$ cat config.mk
export PLATFORM = sky130hd
export DESIGN_NAME = csmv_fifo
export DESIGN_NICKNAME = d
export VERILOG_FILES = /design/src/rtl/core/csmv_fifo.sv
export SDC_FILE = /design/constraint.sdc
export NUM_CORES = 1
export LEC_CHECK = 0
export BUFFER_PORTS_ARGS = -buffer_cell sky130_fd_sc_hd__buf_2
export CORE_MARGIN = 2
export CORE_UTILIZATION = 46
export CTS_CLUSTER_SIZE = 16
export DETAILED_ROUTE_END_ITERATION = 10
export PLACE_DENSITY = 0.64
export SLEW_MARGIN = 25
export SYNTH_ARGS = -nofsm -noshare
export SYNTH_HDL_FRONTEND = slang
export SYNTH_SLANG_ARGS = --single-unit
export TNS_END_PERCENT = 1
$ cat constraint.sdc
create_clock -name i_clk -period 2.65 [get_ports i_clk]
set_input_delay 0.3975 -clock i_clk [delete_from_list [all_inputs] [get_ports i_clk]]
set_output_delay 0.3975 -clock i_clk [all_outputs]
set_load 0.03 [all_outputs]
$ cat src/rtl/core/csmv_fifo.sv
// small register queue used between the parts of the block and toward the receiver
module csmv_fifo #(
    parameter int WIDTH = 8,
    parameter int DEPTH = 4
) (
    input  logic                         i_clk,
    input  logic                         i_rst_n,
    input  logic                         i_push,
    input  logic [WIDTH-1:0]             i_data,
    output logic                         o_full,
    input  logic                         i_pop,
    output logic [WIDTH-1:0]             o_data,
    output logic                         o_empty,
    output logic [$clog2(DEPTH+1)-1:0]   o_count
);

    localparam int PW   = (DEPTH > 1) ? $clog2(DEPTH) : 1;
    localparam int CNTW = $clog2(DEPTH + 1);

    logic [WIDTH-1:0] r_mem [DEPTH];
    logic [PW-1:0]    r_wptr;
    logic [PW-1:0]    r_rptr;
    logic [CNTW-1:0]  r_count;
    logic [PW-1:0]    n_wptr;
    logic [PW-1:0]    n_rptr;
    logic [CNTW-1:0]  n_count;
    logic             w_do_push;
    logic             w_do_pop;

    assign o_full    = (r_count == CNTW'(DEPTH));
    assign o_empty   = (r_count == '0);
    assign o_count   = r_count;
    assign o_data    = r_mem[r_rptr];
    assign w_do_push = i_push && !o_full;
    assign w_do_pop  = i_pop && !o_empty;

    // pointer wrap and occupancy
    always_comb begin
        n_wptr  = r_wptr;
        n_rptr  = r_rptr;
        n_count = r_count;
        if (w_do_push) begin
            n_wptr = (r_wptr == PW'(DEPTH - 1)) ? '0 : r_wptr + 1'b1;
        end
        if (w_do_pop) begin
            n_rptr = (r_rptr == PW'(DEPTH - 1)) ? '0 : r_rptr + 1'b1;
        end
        case ({w_do_push, w_do_pop})
            2'b10:   n_count = r_count + 1'b1;
            2'b01:   n_count = r_count - 1'b1;
            default: n_count = r_count;
        endcase
    end

    // control registers
    always_ff @(posedge i_clk) begin
        if (!i_rst_n) begin
            r_wptr  <= '0;
            r_rptr  <= '0;
            r_count <= '0;
        end else begin
            r_wptr  <= n_wptr;
            r_rptr  <= n_rptr;
            r_count <= n_count;
        end
    end

    // storage
    always_ff @(posedge i_clk) begin
        if (w_do_push) begin
            r_mem[r_wptr] <= i_data;
        end
    end

endmodule

==> results of run 1 <==
[final cells by class]
class                      count  share of cell area (%)
clock buffer                   6                   2.225
inverter                       7                   1.416
sequential                    41                   61.50
tap                           46                   3.102
clock inverter                 2                  0.5394
multi-input combinational     46                   24.75
timing repair buffer          24                   6.473
[synthesized netlist by cell type]
cell type | n | share of area, %
buf_2 | 2 | 0.61
nor2b_1 | 1 | 0.38
o21ai_0 | 4 | 1.2
mux4_2 | 8 | 11
xor2_1 | 1 | 0.53
dfxtp_1 | 9 | 11
nor3_1 | 1 | 0.30
nor2_1 | 2 | 0.46
o31ai_1 | 1 | 0.46
mux2i_1 | 2 | 1.2
nor3b_2 | 1 | 0.76
clkbuf_1 | 2 | 0.46
nand3_1 | 2 | 0.61
and2_1 | 6 | 2.3
a21boi_0 | 1 | 0.46
edfxtp_1 | 32 | 58
fa_1 | 1 | 1.2
xnor2_1 | 1 | 0.53
ha_1 | 6 | 4.6
or3_1 | 1 | 0.38
inv_1 | 7 | 1.6
nand2_1 | 7 | 1.6
[state kept, by name (all words and copies together), names as in the netlist, named ones only]
signal   flops
r_mem       32
r_wptr       2
r_rptr       2
o_count      3
[path summary, 6_finish.rpt]
path / start / end / slack [ns] / cells after the start
hold reg to reg: r_wptr[1] / r_wptr[1] / 0.52 / 2
setup / recovery: register / o_data[6] / 0.45 / 2
setup reg to reg: o_count[2] / o_count[2] / 0.50 / 9
hold / removal: i_data[3] / r_mem[1][3] / 0.25 / 1
[critical path, cell delays in order, from the launching register on]
cell and delay, ns:
dfxtp_1 0.68, mux4_2 0.57, buf_2 0.19
[per-stage QoR]
step | std cells | setup slack [ns] | hold WS (ns) | power, mW | cell area (µm²)
2_1_floorplan | 98 | 0.03272 | 0.4677 | 1.288 | 1644
3_3_place_gp | 164 | 0.6283 | 0.4905 | 1.418 | 1804
3_5_place_dp | 164 | 0.4937 | 0.5070 | 1.438 | 1804
4_1_cts | 172 | 0.3746 | 0.2521 | 1.724 | 1856
5_1_grt | 172 | 0.2546 | 0.2412 | 1.799 | 1856
6_report | 172 | 0.4546 | 0.2534 | 1.699 | 1856
[power by group through the flow]
| stage | Clock [mW] | Combinational (mW) | Sequential (mW) |
|---|---|---|---|
| 2_1_floorplan | 0 | 0.424 | 0.864 |
| 3_3_place_gp | 0 | 0.536 | 0.882 |
| 3_5_place_dp | 0 | 0.547 | 0.891 |
| 4_1_cts | 0.298 | 0.551 | 0.876 |
| 5_1_grt | 0.325 | 0.587 | 0.887 |
| 6_report | 0.289 | 0.541 | 0.869 |
[cell families after synthesis]
family / after synthesis / share of synthesized area (%)
AOI/OAI and AO/OA: 6 / 2.131
xor gates and xnor gates: 2 / 1.066
adders and majority gates: 7 / 5.784
buffers and inverters: 11 / 2.664
DFF: 41 / 69.41
muxes: 10 / 12.18
and+or+nand+nor: 21 / 6.774
[metal layers]
layer | routed length (µm) | track usage (%) | part of all wire, %
met1 | 1000 | 15.85 | 39
met2 | 1377 | 25.13 | 54
met3 | 123 | 4.225 | 4.8
met4 | 61 | 8.152 | 2.4
met5 | 0 | 0 | 0
==> out/qor.yml, run 1 <==
critPathKind: "register to output pin"
start_util_pct: 48.50
io_buffers: 24
fill_cells: 286
status: "finished clean"
hold_buffers: 0
seq_power_share_pct: 51.2
antenna_found_initial: 0
wirelength_um: 2562
p_clk_share_pct: 17.0
setup_viol: 0
layout_commonest_cell: "edfxtp_1"
grtUsageTotal_pct: 14.53
drc_errors: 0
synth_cells: 98
path_clk_slew_ns: 0.11
postCtsSetupBuffers: 0
slew_viol_final: 0
total_leakage_power_nw: 0.6862
cp_data_arrival_time_ns: 1.80
fp-row-count: 21
power.share.switching_pct: 35.03
layout.nets: 144
synth.distinct_cells: 22
cts_buffers: 5
max_freq_mhz: 455.5
via_count: 878
yosysWarnings: 0
synth_seq_cells: 41
viasPerCell: 5.105
p_int_mw: 1.104
cts-root-buf: "clkbuf_4"
grt_pass1_vias: 923
postRouteAntennaNets: 0
place.gp.congestion: 0.6761
grt_max_degree: 13
utilization_pct: 54.74
syn-num-nets: 117
h-tree-depth: 2
grt.overflow.total: 0
hpwl_um: 1828
cp-start-kind: "register"
syn_avg_cell_area_um2: 16.78
ys_seq_area_share_pct: 69.41
rsz0062_at_grt: "no"
powerDensity_nw_per_um2: 915.9
worst_slew_pin_slew_ns: 0.5390
dieArea_um2: 4069
layout_common_cells: "32 x edfxtp_1, 24 x buf_2, 9 x dfxtp_1"
die_w_um: 63.79
finalCritPeriodShare_pct: 82.85
power_switching_mw: 0.5953
clock_skew_ns: 0.007748
insertion_delay_ns: 0.35
finalCriticalPeriod_ns: 2.195
vdd_drop_max_v: 0.0005341
cts.sinks: 41
ios: 25
cp-end-kind: "output pin"
die_h_um: 63.79
cts.repair.resized: 0
avgRoutedWirePerCell_um: 14.90
dr.pass1.iters: 4
slew_headroom_pct: 64.02
regArea_um2: 1141
grt_pass1_wl_um: 4236
layout-drive-gt1-share_pct: 31.75
worstPathMaxFanout: 8
finalHoldViolCount: 0
drtIter0Drc: 37
multi_input_area_um2: 459.2
netlist_area_um2: 1644
required_ns: 2.25
area_growth_pct: 12.86
core_um2: 3390
cts_tree: "yes"
clk_path_buf_depth: 2
drv_cap: 0
fin_setup_tns_ns: 0
timing.hold.worst.class: "primary input to register"
antenna_cells: 0
p_comb_share_pct: 31.9
Power figures use the tool's default switching activity.
==> run 2: changes to the inputs <==
--- a/config.mk
+++ b/config.mk
@@ -10,7 +10,7 @@
 export CORE_UTILIZATION = 46
 export CTS_CLUSTER_SIZE = 16
 export DETAILED_ROUTE_END_ITERATION = 10
-export PLACE_DENSITY = 0.64
+export PLACE_DENSITY = 0.66
 export SLEW_MARGIN = 25
 export SYNTH_ARGS = -nofsm -noshare
 export SYNTH_HDL_FRONTEND = slang
==> constraint.sdc (replaced) <==
create_clock -name i_clk -period 1.98 [get_ports i_clk]
set_input_delay 0.297 -clock i_clk [delete_from_list [all_inputs] [get_ports i_clk]]
set_output_delay 0.297 -clock i_clk [all_outputs]
set_load 0.03 [all_outputs]
==> run 2 against run 1 <==
  * Cell count up 2.9%
  * Clock power up 130%
  * Highest routed layer unchanged
  * Die area unchanged
  * First-iteration DRC count down 49%
  * Sequential power up 31%
  * Largest power group unchanged
  * Core utilization up 3.8 points
==> out/qor.yml, run 2 (synthesis results as in run 1) <==
cts_tree: "yes"
finalCritPeriodShare_pct: 96.60
status: "finished clean"
timing.hold.worst.class: "primary input to register"
die_w_um: 63.79
regArea_um2: 1152
antenna_cells: 0
critPathMostFrequentCell: "inv_2"
ios: 25
grtUsageTotal_pct: 14.98
layout_common_cells: "32 x edfxtp_1, 24 x buf_2, 8 x mux4_2"
cts-root-buf: "clkbuf_4"
viasPerCell: 4.915
antenna_found_initial: 0
avgRoutedWirePerCell_um: 14.27
regMostFlops: "r_mem"
grt_pass1_vias: 974
clock_skew_ns: 0.008812
fill_cells: 275
drtIter0Drc: 19
wirelength_um: 2526
io_buffers: 24
hpwl_um: 1801
slew_viol_final: 0
largest_reg_flops: 32
cp_slowest_stage_delay_ns: 0.39
layout-drive-gt1-share_pct: 41.22
powerDensity_nw_per_um2: 1339
worst_slack_ns: 0.06739
max_freq_mhz: 522.8
total_leakage_power_nw: 0.7367
grt_max_degree: 15
layout.nets: 149
layout_commonest_cell: "edfxtp_1"
slew_headroom_pct: 70.96
clk_path_buf_depth: 2
grt_pass1_wl_um: 4443
drc_errors: 0
cts.sinks: 41
worst_slew_pin_slew_ns: 0.4356
core_um2: 3390
die_h_um: 63.79
area_growth_pct: 20.62
vdd_drop_max_v: 0.0008553
crit_slowest_cell: "dfxtp_4"
path_clk_slew_ns: 0.12
fp-row-count: 21
start_util_pct: 48.50
finalCriticalPeriod_ns: 1.913
place_ws_ns: 0.1068
holdWs_ns: 0.1598
place.gp.congestion: 0.7640
insertion_delay_ns: 0.34
dieArea_um2: 4069
multi_input_area_um2: 483.0
dr.pass1.iters: 4
worstPathMaxFanout: 6
required_ns: 2.26
hold_buffers: 0
power_mw: 2.655
rsz0062_at_grt: "yes"
cp-start-kind: "register"
drv_cap: 0
fin_setup_tns_ns: 0
cp-end-kind: "register"
h-tree-depth: 2
via_count: 870
grt.overflow.total: 0
setup_viol: 0
critPathKind: "register to register"
cts_buffers: 5
postRouteAntennaNets: 0
finalHoldViolCount: 0
cp_data_arrival_time_ns: 2.19
path_cells: "nor3b_4, nor2b_2, inv_2, ha_4, inv_2, fa_2, xor2_1, or3_1, a21boi_1"
[run 2: changes by cell type in the layout (fill, tap and decap cells not counted), sizes merged]
cell,change
bufinv,+2
clkinv,-2
clkbuf,-1
inv,+1
buf,+5
[run 2: path summary, 6_finish.rpt]
check / startpoint / endpoint / slack, ns / cells after the start
setup / recovery: o_count[1] / o_count[2] / 0.07 / 9
hold / removal: i_data[3] / r_mem[1][3] / 0.16 / 1
setup reg to reg: o_count[1] / o_count[2] / 0.07 / 9
hold reg to reg: r_wptr[1] / r_wptr[1] / 0.53 / 2
[run 2: per-layer routing]
metal / vias up / global-route usage [%] / wire length, µm
met2: 20 / 25.65 / 1305
met1: 422 / 17.90 / 1077
met3: 6 / 3.169 / 96
met5: - / 0 / 0
li1: 422 / - / -
met4: 0 / 7.337 / 46
[run 2: power breakdown]
group	internal [mW]	total [mW]	switching, mW
registers	1.06	1.14	0.0754
logic	0.357	0.853	0.496
clock network	0.397	0.666	0.268
total	1.82	2.65	0.839
[run 2: critical path, delay by kind of cell (launching register included)]
kind            cells  cell delay [ns]
flops               1             0.39
simple gates        3             0.62
compound gates      1             0.12
xor+xnor            1             0.15
fa+ha+maj           2             0.47
buf+inv             2             0.11
[run 2: layout make-up]
type	instances	share of cell area (%)
repair buffers	29	7.950
clock buffers	5	1.893
well taps	46	2.902
inverters	7	1.325
multi-input cells	46	24.35
flip-flops and latches	41	58.11
clock inverters	3	3.470
[run 2: stage by stage]
| stage | utilization (%) | std cells | instance area (µm²) |
|---|---|---|---|
| after floorplan | - | 98 | 1674 |
| final | 58.51 | 177 | 1983 |
| after global placement | 54.71 | 167 | 1854 |
| after global routing | 58.51 | 177 | 1983 |
| after detailed placement | 54.71 | 167 | 1854 |
| after CTS | 57.84 | 175 | 1961 |
[run 2: repair_timing]
| action | 4_1_cts | 5_1_grt |
|---|---|---|
| buffers inserted | 0 | 2 |
| gates resized for setup | 0 | 3 |
| endpoints found under the setup margin | 0 | 1 |
==> run 3: changes to the inputs <==
--- a/config.mk
+++ b/config.mk
@@ -5,6 +5,7 @@
 export SDC_FILE = /design/constraint.sdc
 export NUM_CORES = 1
 export LEC_CHECK = 0
+export ABC_AREA = 1
 export BUFFER_PORTS_ARGS = -buffer_cell sky130_fd_sc_hd__buf_2
 export CORE_MARGIN = 2
 export CORE_UTILIZATION = 46
==> run 3 against run 2 <==
  * Register-to-register slack better by 0.07 ns
  * Via count grew 31%
  * Sequential power hardly changed
  * Clock skew shrank 0.00061 ns
  * Cell count increased by 30%
  * Core utilization decreased by 2.6 points
  * Routed wire length up 23%
  * Critical path depth up 2
  * Final area grew 1.7%
  * Worst setup slack improved by 0.069 ns
  * Combinational power is 25% higher
  * Sequential share of layout area decreased by 1.4 points
  * Largest power group unchanged
==> out/qor.yml, run 3 <==
clock_skew_ns: 0.008201
insertion_delay_ns: 0.29
status: "finished clean"
h-tree-depth: 2
vdd_drop_max_v: 0.0007274
cts.sinks: 41
worst_slack_ns: 0.1359
crit_slowest_cell: "fa_1"
die_w_um: 64.67
finalCritPeriodShare_pct: 93.13
die_h_um: 64.67
total_leakage_power_nw: 0.8251
path_cells: "nor2_2, nand2_1, nand2_4, ha_2, inv_1, fa_1, nand2_1, nand3_1, nand2_1, inv_1, nor2_1"
clk_path_buf_depth: 2
hpwl_um: 2118
drtIter0Drc: 50
cts-root-buf: "clkbuf_8"
wirelength_um: 3096
drv_cap: 0
p_int_mw: 1.763
worst_slew_pin_slew_ns: 0.3141
start_util_pct: 46.95
hold_depth: 1
synth_cells: 146
synth.most_common_cell: "edfxtp_1"
slew_viol_final: 0
required_ns: 2.21
placed_area_um2: 1898
grtUsageTotal_pct: 16.69
stdcell_area_um2: 2017
cp.depth: 11
avgRoutedWirePerCell_um: 13.46
setup_viol: 0
dieArea_um2: 4182
cp-start-kind: "register"
ios: 25
yosys.area.top_type: "edfxtp_1"
cts.repair.resized: 0
worstHoldStart: "i_data[4]"
crit_family: "simple AND/OR/NAND/NOR gates"
max_freq_mhz: 542.3
cp-end-kind: "register"
rr_endpoint: "o_count[2]"
r2r_slack_ns: 0.14
postCtsSetupBuffers: 0
critPathBufInv: 2
utilization_pct: 55.93
slew_headroom_pct: 79.03
antenna_found_initial: 0
worstPathMaxFanout: 9
hold_buffers: 0
yosysWarnings: 0
netlist_area_um2: 1693
synth.distinct_cells: 20
grt.overflow.total: 0
grt_pass1_vias: 1095
ys_seq_area_share_pct: 67.41
powerDensity_nw_per_um2: 1415
power.share.switching_pct: 38.26
cts_tree: "yes"
postRouteAntennaNets: 0
layout-drive-gt1-share_pct: 26.37
largest_reg_flops: 32
dr.pass1.iters: 4
fp-row-count: 22
place_ws_ns: 0.1522
min_to: "r_mem[1][4]"
p_comb_share_pct: 37.6
area_growth_pct: 19.14
ys_top_cells_by_count: "32 x edfxtp_1, 28 x nor2_1, 17 x inv_1"
timing.hold.worst.class: "primary input to register"
seq_power_share_pct: 40.2
finalCriticalPeriod_ns: 1.844
layout.nets: 200
io_buffers: 24
synth_area_leaders: "edfxtp_1 57%, dfxtp_1 11%, nor2_1 6.2%"
syn_avg_cell_area_um2: 11.60
synth-edff-count: 32
fin_setup_tns_ns: 0
synthArstFlopShare_pct: 0
core_um2: 3606
place.gp.congestion: 0.7900
via_count: 1142
drc_errors: 0
finalHoldViolCount: 0
antenna_cells: 0
cts_buffers: 5
cp_data_arrival_time_ns: 2.07
viasPerCell: 4.965
critPathMostFrequentCell: "nand2_1"
rr_worst_depth: 11
layout_commonest_cell: "edfxtp_1"
grt_max_degree: 17
regMostFlops: "r_mem"
power_mw: 2.855
synth_top_flop_cell: "edfxtp_1"
p_clk_share_pct: 22.2
grt_pass1_wl_um: 5112
path_clk_slew_ns: 0.08
critPathKind: "register to register"
synth_seq_cells: 41
synth_top_cell_area_share_pct: 56.76
syn-num-nets: 165
cp_slowest_stage_delay_ns: 0.40
power_switching_mw: 1.092
reg2reg_from: "o_count[1]"
rsz0062_at_grt: "no"
layout_common_cells: "32 x edfxtp_1, 27 x nor2_1, 24 x buf_2"
run 3: cell types whose count changed after synthesis, moves of 4 or more:
cell     before  now
a21oi_1       0    4
and2_1        6    0
inv_1         7   17
mux4_2        8    0
nand2_1       7   12
nor2_1        2   28
o21ai_0       4   14
o22ai_1       0    8
run 3: per-layer routing:
layer / vias up / global-route usage [%] / routed length, µm
met3: 6 / 5.208 / 141
met2: 20 / 29.04 / 1587
li1: 571 / - / -
met5: - / 0 / 0
met4: 0 / 6.383 / 47
met1: 545 / 19.26 / 1318
run 3: final cells by class:
cell class / count / area, µm²
sequential: 41 / 1144
fill: 315 / 1589
clock inverter: 2 / 33.78
clock buffer: 6 / 72.57
inverter: 18 / 67.56
timing repair buffer: 30 / 165.2
multi-input combinational: 85 / 474.2
tap: 48 / 60.06
run 3: metrics by stage:
step,std cells,hold slack [ns]
finish,230,0.2166
detailed placement,222,0.5143
global route,230,0.2090
floorplan,146,0.3959
CTS,230,0.2085
global placement,222,0.5079
run 3: worst register-to-register path, cell delays in order (launching register included):
cell and delay, ns:
dfxtp_2 0.34, nor2_2 0.15, nand2_1 0.13, nand2_4 0.13, ha_2 0.20, inv_1 0.07, fa_1 0.40, nand2_1 0.11
nand3_1 0.08, nand2_1 0.06, inv_1 0.03, nor2_1 0.08
run 3: worst max-delay path by stage:
stage | startpoint | endpoint | slack, ns
after global placement | o_count[1] | o_count[2] | 0.28
after global routing | o_count[1] | o_count[2] | 0.006
final | o_count[1] | o_count[2] | 0.14
after CTS | o_count[1] | o_count[2] | 0.12
after floorplan | o_count[0] | o_count[2] | 0.009
after detailed placement | o_count[1] | o_count[2] | 0.15
run 3: kinds of logic (layout without fill, tap and decap cells):
family	count (synthesis)	after routing	synth area share (%)
adder cells (fa/ha/maj)	7	7	5.617
flip-flops	41	41	67.41
buffers and inverters	20	56	5.321
AND/OR/NAND/NOR	48	48	11.75
AO/OA/AOI/OAI	30	30	9.904
run 3: power by group through the flow:
stage / combinational [mW] / clock [mW] / sequential [mW]
2_1_floorplan: 0.716 / 0 / 1.19
3_3_place_gp: 1.01 / 0 / 1.15
3_5_place_dp: 1.05 / 0 / 1.16
4_1_cts: 1.06 / 0.648 / 1.15
5_1_grt: 1.18 / 0.687 / 1.16
6_report: 1.07 / 0.635 / 1.15
